==> config.mk <==
export PLATFORM = sky130hd
export DESIGN_NAME = apu_sqrt_pipe
export DESIGN_NICKNAME = d
export VERILOG_FILES = /design/src/apu_pkg.sv /design/src/apu_sqrt_pipe.sv
export SDC_FILE = /design/constraint.sdc
export NUM_CORES = 2
export LEC_CHECK = 0
export BUFFER_PORTS_ARGS = -buffer_cell sky130_fd_sc_hd__buf_4
export CAP_MARGIN = 40
export CORE_UTILIZATION = 30
export CTS_BUF_LIST = sky130_fd_sc_hd__clkbuf_4
export DETAILED_ROUTE_END_ITERATION = 6
export GPL_ROUTABILITY_DRIVEN = 0
export PLACE_DENSITY = 0.53
export SETUP_SLACK_MARGIN = 0.15
export SLEW_MARGIN = 10
export SYNTH_ARGS = -nofsm -noshare
export SYNTH_HDL_FRONTEND = slang
export SYNTH_MEMORY_MAX_BITS = 65536
export SYNTH_SLANG_ARGS = --single-unit
==> constraint.sdc <==
create_clock -name i_clk -period 3.3 [get_ports i_clk]
set_input_delay 0.33 -clock i_clk [delete_from_list [all_inputs] [get_ports i_clk]]
set_output_delay 0.33 -clock i_clk [all_outputs]
set_load 0.05 [all_outputs]
==> src/apu_pkg.sv <==
// Package for the Adam parameter update block: widths, reset values,
// configuration register codes. Used by the other files under src.
`default_nettype none
package apu_pkg;

    localparam int APU_PARAM_COUNT = 4096;
    localparam int APU_IDX_W       = 12;
    localparam int APU_DATA_W      = 32;
    localparam int APU_CFG_IDX_W   = 2;

    // defaults for the pipelined arithmetic units
    localparam int APU_DEF_DW   = 33;
    localparam int APU_DEF_QW   = 32;
    localparam int APU_DEF_SW   = 1;
    localparam int APU_ROOT_W   = 32;

    localparam logic [31:0] APU_LR_RST   = 32'd4294967;
    localparam logic [31:0] APU_B1_RST   = 32'd3865470566;
    localparam logic [31:0] APU_B2_RST   = 32'd4290672329;
    localparam logic [31:0] APU_EPS_RST  = 32'd43;
    localparam logic [32:0] APU_ONE_Q32  = 33'h1_0000_0000;

    typedef enum logic [APU_CFG_IDX_W-1:0] {
        CFG_LEARN_RATE = 2'd0,
        CFG_BETA_ONE   = 2'd1,
        CFG_BETA_TWO   = 2'd2,
        CFG_EPSILON    = 2'd3
    } t_cfg_reg;

endpackage
`default_nettype wire

==> src/apu_sqrt_pipe.sv <==
// Pipelined integer square root, one root bit per stage, with a side word.
// Depends on apu_pkg for default widths.
`default_nettype none
module apu_sqrt_pipe #(
    parameter int RW = apu_pkg::APU_ROOT_W,
    parameter int SW = apu_pkg::APU_DEF_SW
) (
    input  wire logic            i_clk,
    input  wire logic            i_rst_n,
    input  wire logic            i_en,
    input  wire logic            i_valid,
    input  wire logic [2*RW-1:0] i_x,
    input  wire logic [SW-1:0]   i_side,
    output logic                 o_valid,
    output logic [RW-1:0]        o_root,
    output logic [SW-1:0]        o_side
);

    localparam int REMW = RW + 3;

    logic [2*RW-1:0] s_x    [RW];
    logic [REMW-1:0] s_rem  [RW];
    logic [RW-1:0]   s_root [RW];
    logic [SW-1:0]   s_side [RW];
    logic [RW-1:0]   s_vld;

    logic [2*RW-1:0] n_x    [RW];
    logic [REMW-1:0] n_rem  [RW];
    logic [RW-1:0]   n_root [RW];

    logic [2*RW-1:0] r_x    [RW];
    logic [REMW-1:0] r_rem  [RW];
    logic [RW-1:0]   r_root [RW];
    logic [SW-1:0]   r_side [RW];
    logic [RW-1:0]   r_vld;

    for (genvar k = 0; k < RW; k++) begin : g_step
        logic [REMW-1:0] w_sh;
        logic [REMW-1:0] w_trial;
        logic            w_ge;

        if (k == 0) begin : g_first
            assign s_x[k]    = i_x;
            assign s_rem[k]  = '0;
            assign s_root[k] = '0;
            assign s_side[k] = i_side;
            assign s_vld[k]  = i_valid;
        end else begin : g_next
            assign s_x[k]    = r_x[k-1];
            assign s_rem[k]  = r_rem[k-1];
            assign s_root[k] = r_root[k-1];
            assign s_side[k] = r_side[k-1];
            assign s_vld[k]  = r_vld[k-1];
        end

        // bring down the next two radicand bits, try root*4+1
        assign w_sh      = {s_rem[k][REMW-3:0], s_x[k][2*RW-1 -: 2]};
        assign w_trial   = {1'b0, s_root[k], 2'b01};
        assign w_ge      = (w_sh >= w_trial);
        assign n_rem[k]  = w_ge ? (w_sh - w_trial) : w_sh;
        assign n_root[k] = {s_root[k][RW-2:0], w_ge};
        assign n_x[k]    = {s_x[k][2*RW-3:0], 2'b00};
    end

    always_ff @(posedge i_clk) begin
        if (!i_rst_n) begin
            r_vld <= '0;
        end else if (i_en) begin
            r_vld <= s_vld;
        end
    end

    always_ff @(posedge i_clk) begin
        if (i_en) begin
            for (int k = 0; k < RW; k++) begin
                r_x[k]    <= n_x[k];
                r_rem[k]  <= n_rem[k];
                r_root[k] <= n_root[k];
                r_side[k] <= s_side[k];
            end
        end
    end

    assign o_valid = r_vld[RW-1];
    assign o_root  = r_root[RW-1];
    assign o_side  = r_side[RW-1];

endmodule
`default_nettype wire

==> flow_summary.html <==
<table>
<tr><th>Metric</th><th>Value</th></tr>
<tr><th colspan="2">Run status</th></tr>
<tr><td>Outcome</td><td>finished, violations left</td></tr>
<tr><td>Violated checks</td><td>DRC, setup timing</td></tr>
<tr><th colspan="2">Logic synthesis</th></tr>
<tr><td>Post-synthesis adder-cell area fraction</td><td>between 5 and 6%</td></tr>
<tr><td>Post-synth net total</td><td>9826</td></tr>
<tr><td>Dominant register cell in the synthesized netlist</td><td>sky130_fd_sc_hd__edfxtp_1</td></tr>
<tr><td>Mean area per synthesized cell</td><td>around 13 um2</td></tr>
<tr><td>Count of mapped cells out of synthesis</td><td>between 9000 and 10000</td></tr>
<tr><td>Main combinational cell family by area after synthesis</td><td>simple AND/OR/NAND/NOR gates</td></tr>
<tr><td>Synth Warn #</td><td>0</td></tr>
<tr><td>Largest cells by area after synthesis</td><td>sky130_fd_sc_hd__edfxtp_1 64%, sky130_fd_sc_hd__ha_1 5.9%, sky130_fd_sc_hd__xor2_1 3.0%, sky130_fd_sc_hd__xnor2_1 2.7%, sky130_fd_sc_hd__a21oi_1 2.4%</td></tr>
<tr><td>Multiplexer area fraction after synthesis</td><td>between 1 and 1.5%</td></tr>
<tr><td>Library cell occupying the most area in the post-synthesis netlist</td><td>sky130_fd_sc_hd__edfxtp_1</td></tr>
<tr><td>Area fraction in and, or, nand and nor cells after synthesis</td><td>between 10% and 20%</td></tr>
<tr><td>Cell area after synthesis</td><td>between 0.1 and 0.15 mm2</td></tr>
<tr><td>Post-synthesis compound-gate area fraction</td><td>between 9 and 10%</td></tr>
<tr><td>Flops &amp; latches, synth</td><td>between 2000 and 3000</td></tr>
<tr><td>Share of the synthesized area in the top cell type</td><td>a little under two thirds</td></tr>
<tr><td>Sequential element share of the synthesized area</td><td>around 64%</td></tr>
<tr><td>Distinct cell type count after synthesis</td><td>95</td></tr>
<tr><td>Fraction of registers with async set/reset</td><td>0%</td></tr>
<tr><td>Leading cell type by number of instances after synthesis</td><td>sky130_fd_sc_hd__edfxtp_1</td></tr>
<tr><td>Synth top cells by count</td><td>2526 x sky130_fd_sc_hd__edfxtp_1, 713 x sky130_fd_sc_hd__inv_1, 572 x sky130_fd_sc_hd__a21oi_1</td></tr>
<tr><td>XOR/XNOR Fraction of Synth Area</td><td>5.72%</td></tr>
<tr><td>Count of flip-flops with a built-in enable after synthesis</td><td>2526</td></tr>
<tr><th colspan="2">Placed design</th></tr>
<tr><td>HPWL after DPL</td><td>between 150000 and 200000 um</td></tr>
<tr><td>Number of port buffers</td><td>between 100 and 150</td></tr>
<tr><td># placed instances</td><td>about 15000</td></tr>
<tr><th colspan="2">Pwr</th></tr>
<tr><td>Maximum VDD drop</td><td>between 300 and 400 uV</td></tr>
<tr><td>Post-route total power</td><td>roughly 96000 uW</td></tr>
<tr><td>Power density relative to cell area</td><td>639 mW/mm2</td></tr>
<tr><td>Static leakage</td><td>around 0.058 uW</td></tr>
<tr><th colspan="2">Critical path</th></tr>
<tr><td>Type of element launching the critical path</td><td>register</td></tr>
<tr><td>Crit path cell chain</td><td>or4_4 &gt; or3_4 &gt; or2_1 &gt; or4_4 &gt; or2_1 &gt; or4_4 &gt; nand4_1 &gt; nor2_1 &gt; xor2_1</td></tr>
<tr><td>Startpoint of the worst-slack reg-to-reg timing path</td><td>r_rem[0][269]$_DFFE_PP_</td></tr>
<tr><td>Worst path arrival time</td><td>4.73 ns</td></tr>
<tr><td>CP Class</td><td>reg -&gt; reg</td></tr>
<tr><td>Most used cell, CP</td><td>sky130_fd_sc_hd__or4_4</td></tr>
<tr><td>Worst EP required</td><td>about 4.5 ns</td></tr>
<tr><td>Kind of end point of the critical path</td><td>register</td></tr>
<tr><td>FF-to-FF setup slack</td><td>-0.21 ns</td></tr>
<tr><td>Path depth of the worst reg2reg path</td><td>9</td></tr>
<tr><td>Reg-to-reg critical path endpoint</td><td>r_rem[0][310]$_DFFE_PP_</td></tr>
<tr><td>Slowest-stage cell, CP</td><td>sky130_fd_sc_hd__or4_4</td></tr>
<tr><td>Worst Path Max Fanout</td><td>5</td></tr>
<tr><td>Peak per-stage delay on the critical path</td><td>0.55 ns</td></tr>
<tr><th colspan="2">Timing</th></tr>
<tr><td>Pin slew with the least headroom to its limit</td><td>0.973 ns</td></tr>
<tr><td>Rel. slew slack</td><td>between 30% and 40%</td></tr>
<tr><td>Post-route setup slack</td><td>-0.206 ns</td></tr>
<tr><td>Maximum frequency from static timing analysis</td><td>roughly 290 MHz</td></tr>
<tr><td>Setup repair after global routing missed its margin</td><td>true</td></tr>
<tr><td>Number of failing hold endpoints at the final stage</td><td>0</td></tr>
<tr><td>Final number of setup-violating endpoints</td><td>32</td></tr>
<tr><td>Pins over their slew limit</td><td>0</td></tr>
<tr><td>Worst clock skew on the final layout</td><td>between 0.09 and 0.1 ns</td></tr>
<tr><td>Shortest period the worst path allows</td><td>roughly 3.5 ns</td></tr>
<tr><td>Final Cycle Share</td><td>106%</td></tr>
<tr><th colspan="2">Routing</th></tr>
<tr><td>Iteration-0 DRC Markers</td><td>approximately 5000</td></tr>
<tr><td>DRC viols</td><td>1</td></tr>
<tr><td>Number of vias after detailed routing</td><td>79000</td></tr>
<tr><td>First-pass detailed-route iteration total</td><td>7</td></tr>
<tr><td>Final WL</td><td>272000 um</td></tr>
<tr><td>Avg WL per Cell</td><td>16.3 um</td></tr>
<tr><td>Average via count per standard cell</td><td>4.74</td></tr>
<tr><td>Number of nets with antenna violations after routing</td><td>0</td></tr>
<tr><th colspan="2">Clock tree</th></tr>
<tr><td>Count of H-tree levels built during CTS</td><td>6</td></tr>
<tr><td>Inserted Clock Buffers</td><td>between 700 and 800</td></tr>
<tr><td>Root buffer selected by CTS</td><td>sky130_fd_sc_hd__clkbuf_4</td></tr>
<tr><td>Skew-Pair Late Insertion Delay</td><td>1.50 ns</td></tr>
<tr><td>Clock slew at the register clock pins of the worst setup and hold paths</td><td>around 0.060 ns</td></tr>
<tr><td>TritonCTS clock tree</td><td>built</td></tr>
<tr><td>Worst-case clock buffer depth</td><td>4</td></tr>
<tr><td>Clock Sink Count</td><td>between 2000 and 3000</td></tr>
<tr><th colspan="2">Die</th></tr>
<tr><td>Standard-cell row count</td><td>230</td></tr>
<tr><td>Number of primary I/O pins</td><td>103</td></tr>
<tr><td>Chip Width</td><td>roughly 630 um</td></tr>
<tr><td>Starting Density</td><td>between 30% and 40%</td></tr>
<tr><td>Die Area</td><td>between 0.3 and 0.4 mm2</td></tr>
<tr><td>Y dimension of the die</td><td>about 630 um</td></tr>
<tr><td>Core Box Area</td><td>a little under 0.4 mm2</td></tr>
<tr><th colspan="2">Hold path</th></tr>
<tr><td>Depth of the worst hold-timing path</td><td>3</td></tr>
<tr><td>Critical hold path startpoint</td><td>i_x[10]</td></tr>
<tr><td>Tightest Hold Check Type</td><td>in -&gt; reg</td></tr>
<tr><td>Hold endpoint</td><td>r_x[0][10]$_DFFE_PP_</td></tr>
<tr><th colspan="2">Final layout</th></tr>
<tr><td>Post-route insts no fill</td><td>16600</td></tr>
<tr><td>Layout Area Growth over Synthesis</td><td>26.0%</td></tr>
<tr><td>Share of cells above drive strength 1</td><td>roughly 26%</td></tr>
<tr><td>Final net count</td><td>~12000</td></tr>
<tr><th colspan="2">Global route</th></tr>
<tr><td>Vias in the first global route</td><td>80300</td></tr>
<tr><td>Pin count of the biggest net entering global routing</td><td>between 100 and 150</td></tr>
<tr><td>Total global routing track utilization</td><td>about an eighth</td></tr>
<tr><td>Antenna violations before repair</td><td>6</td></tr>
<tr><td>Wire length of the first global-routing pass</td><td>about 420000 um</td></tr>
<tr><td>Overflow after GRT</td><td>0</td></tr>
<tr><th colspan="2">Flow run</th></tr>
<tr><td>Number of max-cap violations</td><td>0</td></tr>
</table>
## power breakdown
group / internal (uW) / switching [uW] / total [uW]
Combinational: 10700 / 12800 / 23500
Clock: 15200 / 13400 / 28600
Sequential: 40900 / 2730 / 43700
Total: 66800 / 28900 / 95800
## worst max-delay path by stage
stage | slack [ns] | start | end
detailed placement | -0.44 | r_rem[1][23]$_DFFE_PP_ | r_rem[1][42]$_DFFE_PP_
floorplan | -0.04 | r_rem[0][268]$_DFFE_PP_ | r_rem[0][285]$_DFFE_PP_
global placement | -0.38 | r_root[1][1]$_DFFE_PP_ | r_rem[1][42]$_DFFE_PP_
CTS | -0.20 | r_rem[0][269]$_DFFE_PP_ | r_rem[0][310]$_DFFE_PP_
global route | -0.28 | r_rem[0][269]$_DFFE_PP_ | r_rem[0][304]$_DFFE_PP_
finish | -0.21 | r_rem[0][269]$_DFFE_PP_ | r_rem[0][310]$_DFFE_PP_
## layout by cell type (no fill, tap or decap), types with 45 or more instances in the layout
| cell | n |
|---|---|
| sky130_fd_sc_hd__inv_1 | 700 |
| sky130_fd_sc_hd__o21ai_1 | 47 |
| sky130_fd_sc_hd__clkbuf_4 | 1023 |
| sky130_fd_sc_hd__nor3_1 | 175 |
| sky130_fd_sc_hd__nor4_1 | 70 |
| sky130_fd_sc_hd__edfxtp_1 | 2526 |
| sky130_fd_sc_hd__o31ai_1 | 49 |
| sky130_fd_sc_hd__xor2_1 | 400 |
| sky130_fd_sc_hd__buf_12 | 68 |
| sky130_fd_sc_hd__nand3_1 | 129 |
| sky130_fd_sc_hd__a21oi_1 | 485 |
| sky130_fd_sc_hd__nor2b_1 | 113 |
| sky130_fd_sc_hd__buf_4 | 822 |
| sky130_fd_sc_hd__nor2_4 | 53 |
| sky130_fd_sc_hd__o21bai_1 | 53 |
| sky130_fd_sc_hd__ha_4 | 45 |
| sky130_fd_sc_hd__xnor2_1 | 355 |
| sky130_fd_sc_hd__a21oi_2 | 74 |
| sky130_fd_sc_hd__clkinv_1 | 127 |
| sky130_fd_sc_hd__dlygate4sd3_1 | 205 |
| sky130_fd_sc_hd__nand2b_1 | 99 |
| sky130_fd_sc_hd__a21o_1 | 224 |
| sky130_fd_sc_hd__o21ai_0 | 391 |
| sky130_fd_sc_hd__ha_1 | 491 |
| sky130_fd_sc_hd__nor2_1 | 504 |
| sky130_fd_sc_hd__buf_6 | 53 |
| sky130_fd_sc_hd__nand4_1 | 99 |
| sky130_fd_sc_hd__or3_1 | 74 |
| sky130_fd_sc_hd__and3_1 | 53 |
| sky130_fd_sc_hd__nand2_1 | 534 |
| sky130_fd_sc_hd__mux2_2 | 89 |
| sky130_fd_sc_hd__o21a_1 | 107 |
## cells by family after synthesis
family	after synthesis
AND/OR/NAND/NOR	2372
buffers and inverters	916
XOR/XNOR	776
flip-flops	2558
multiplexers	147
adder cells (fa/ha/maj)	561
other	1
AO/OA/AOI/OAI	1865
## timing repair
| action | CTS | global route |
|---|---|---|
| endpoints found under the setup margin | 526 | 652 |
| setup buffers | 94 | 157 |
| gates cloned | 14 | 21 |
| pin swaps | 116 | 222 |
| hold endpoints to repair | 2624 | 0 |
| hold buffers | 206 | 0 |
| gates resized for setup | 427 | 630 |
## registers in the layout, indices dropped and copies added (netlist names)
register  flops
r_vld        32
r_x         992
r_root      528
r_side       32
r_rem       974
## routing by layer
| metal | up-vias | global-route usage [%] | wire length [um] |
|---|---|---|---|
| li1 | 38100 | - | - |
| met1 | 37900 | 14.7 | 110000 |
| met2 | 2160 | 22.7 | 137000 |
| met3 | 792 | 2.47 | 12700 |
| met4 | 6 | 6.46 | 12000 |
| met5 | - | 0 | 41 |
## stage by stage
| step | setup TNS, ns | worst slack (ns) | hold WS (ns) | utilization (%) | instance area [um2] |
|---|---|---|---|---|---|
| global route | -9.73 | -0.284 | 0.115 | 38.1 | 150000 |
| floorplan | -0.332 | -0.0446 | 0.400 | - | 119000 |
| CTS | -3.44 | -0.197 | 0.00705 | 36.9 | 145000 |
| detailed placement | -15.45 | -0.438 | 0.405 | 33.3 | 131000 |
| global placement | -10.12 | -0.378 | 0.401 | 33.3 | 131000 |
| finish | -3.56 | -0.206 | 0.262 | 38.1 | 150000 |
## critical path: cells and delay by family, from the launching register on
| kind | cells | cell delay [ns] |
|---|---|---|
| xor gates and xnor gates | 1 | 0.15 |
| DFF | 1 | 0.39 |
| and+or+nand+nor | 8 | 2.71 |
## layout make-up
| type | instances | area (um2) |
|---|---|---|
| Clock inverter | 208 | 1350 |
| Clock buffer | 1023 | 7680 |
| Inverter | 715 | 2730 |
| Tap cell | 5220 | 6530 |
| Sequential cell | 2558 | 76500 |
| Antenna cell | 15 | 37.5 |
| Multi-Input combinational cell | 5722 | 43900 |
| Timing Repair Buffer | 1185 | 11100 |
| Fill cell | 37400 | 244000 |
Power figures use the tool's default switching activity.
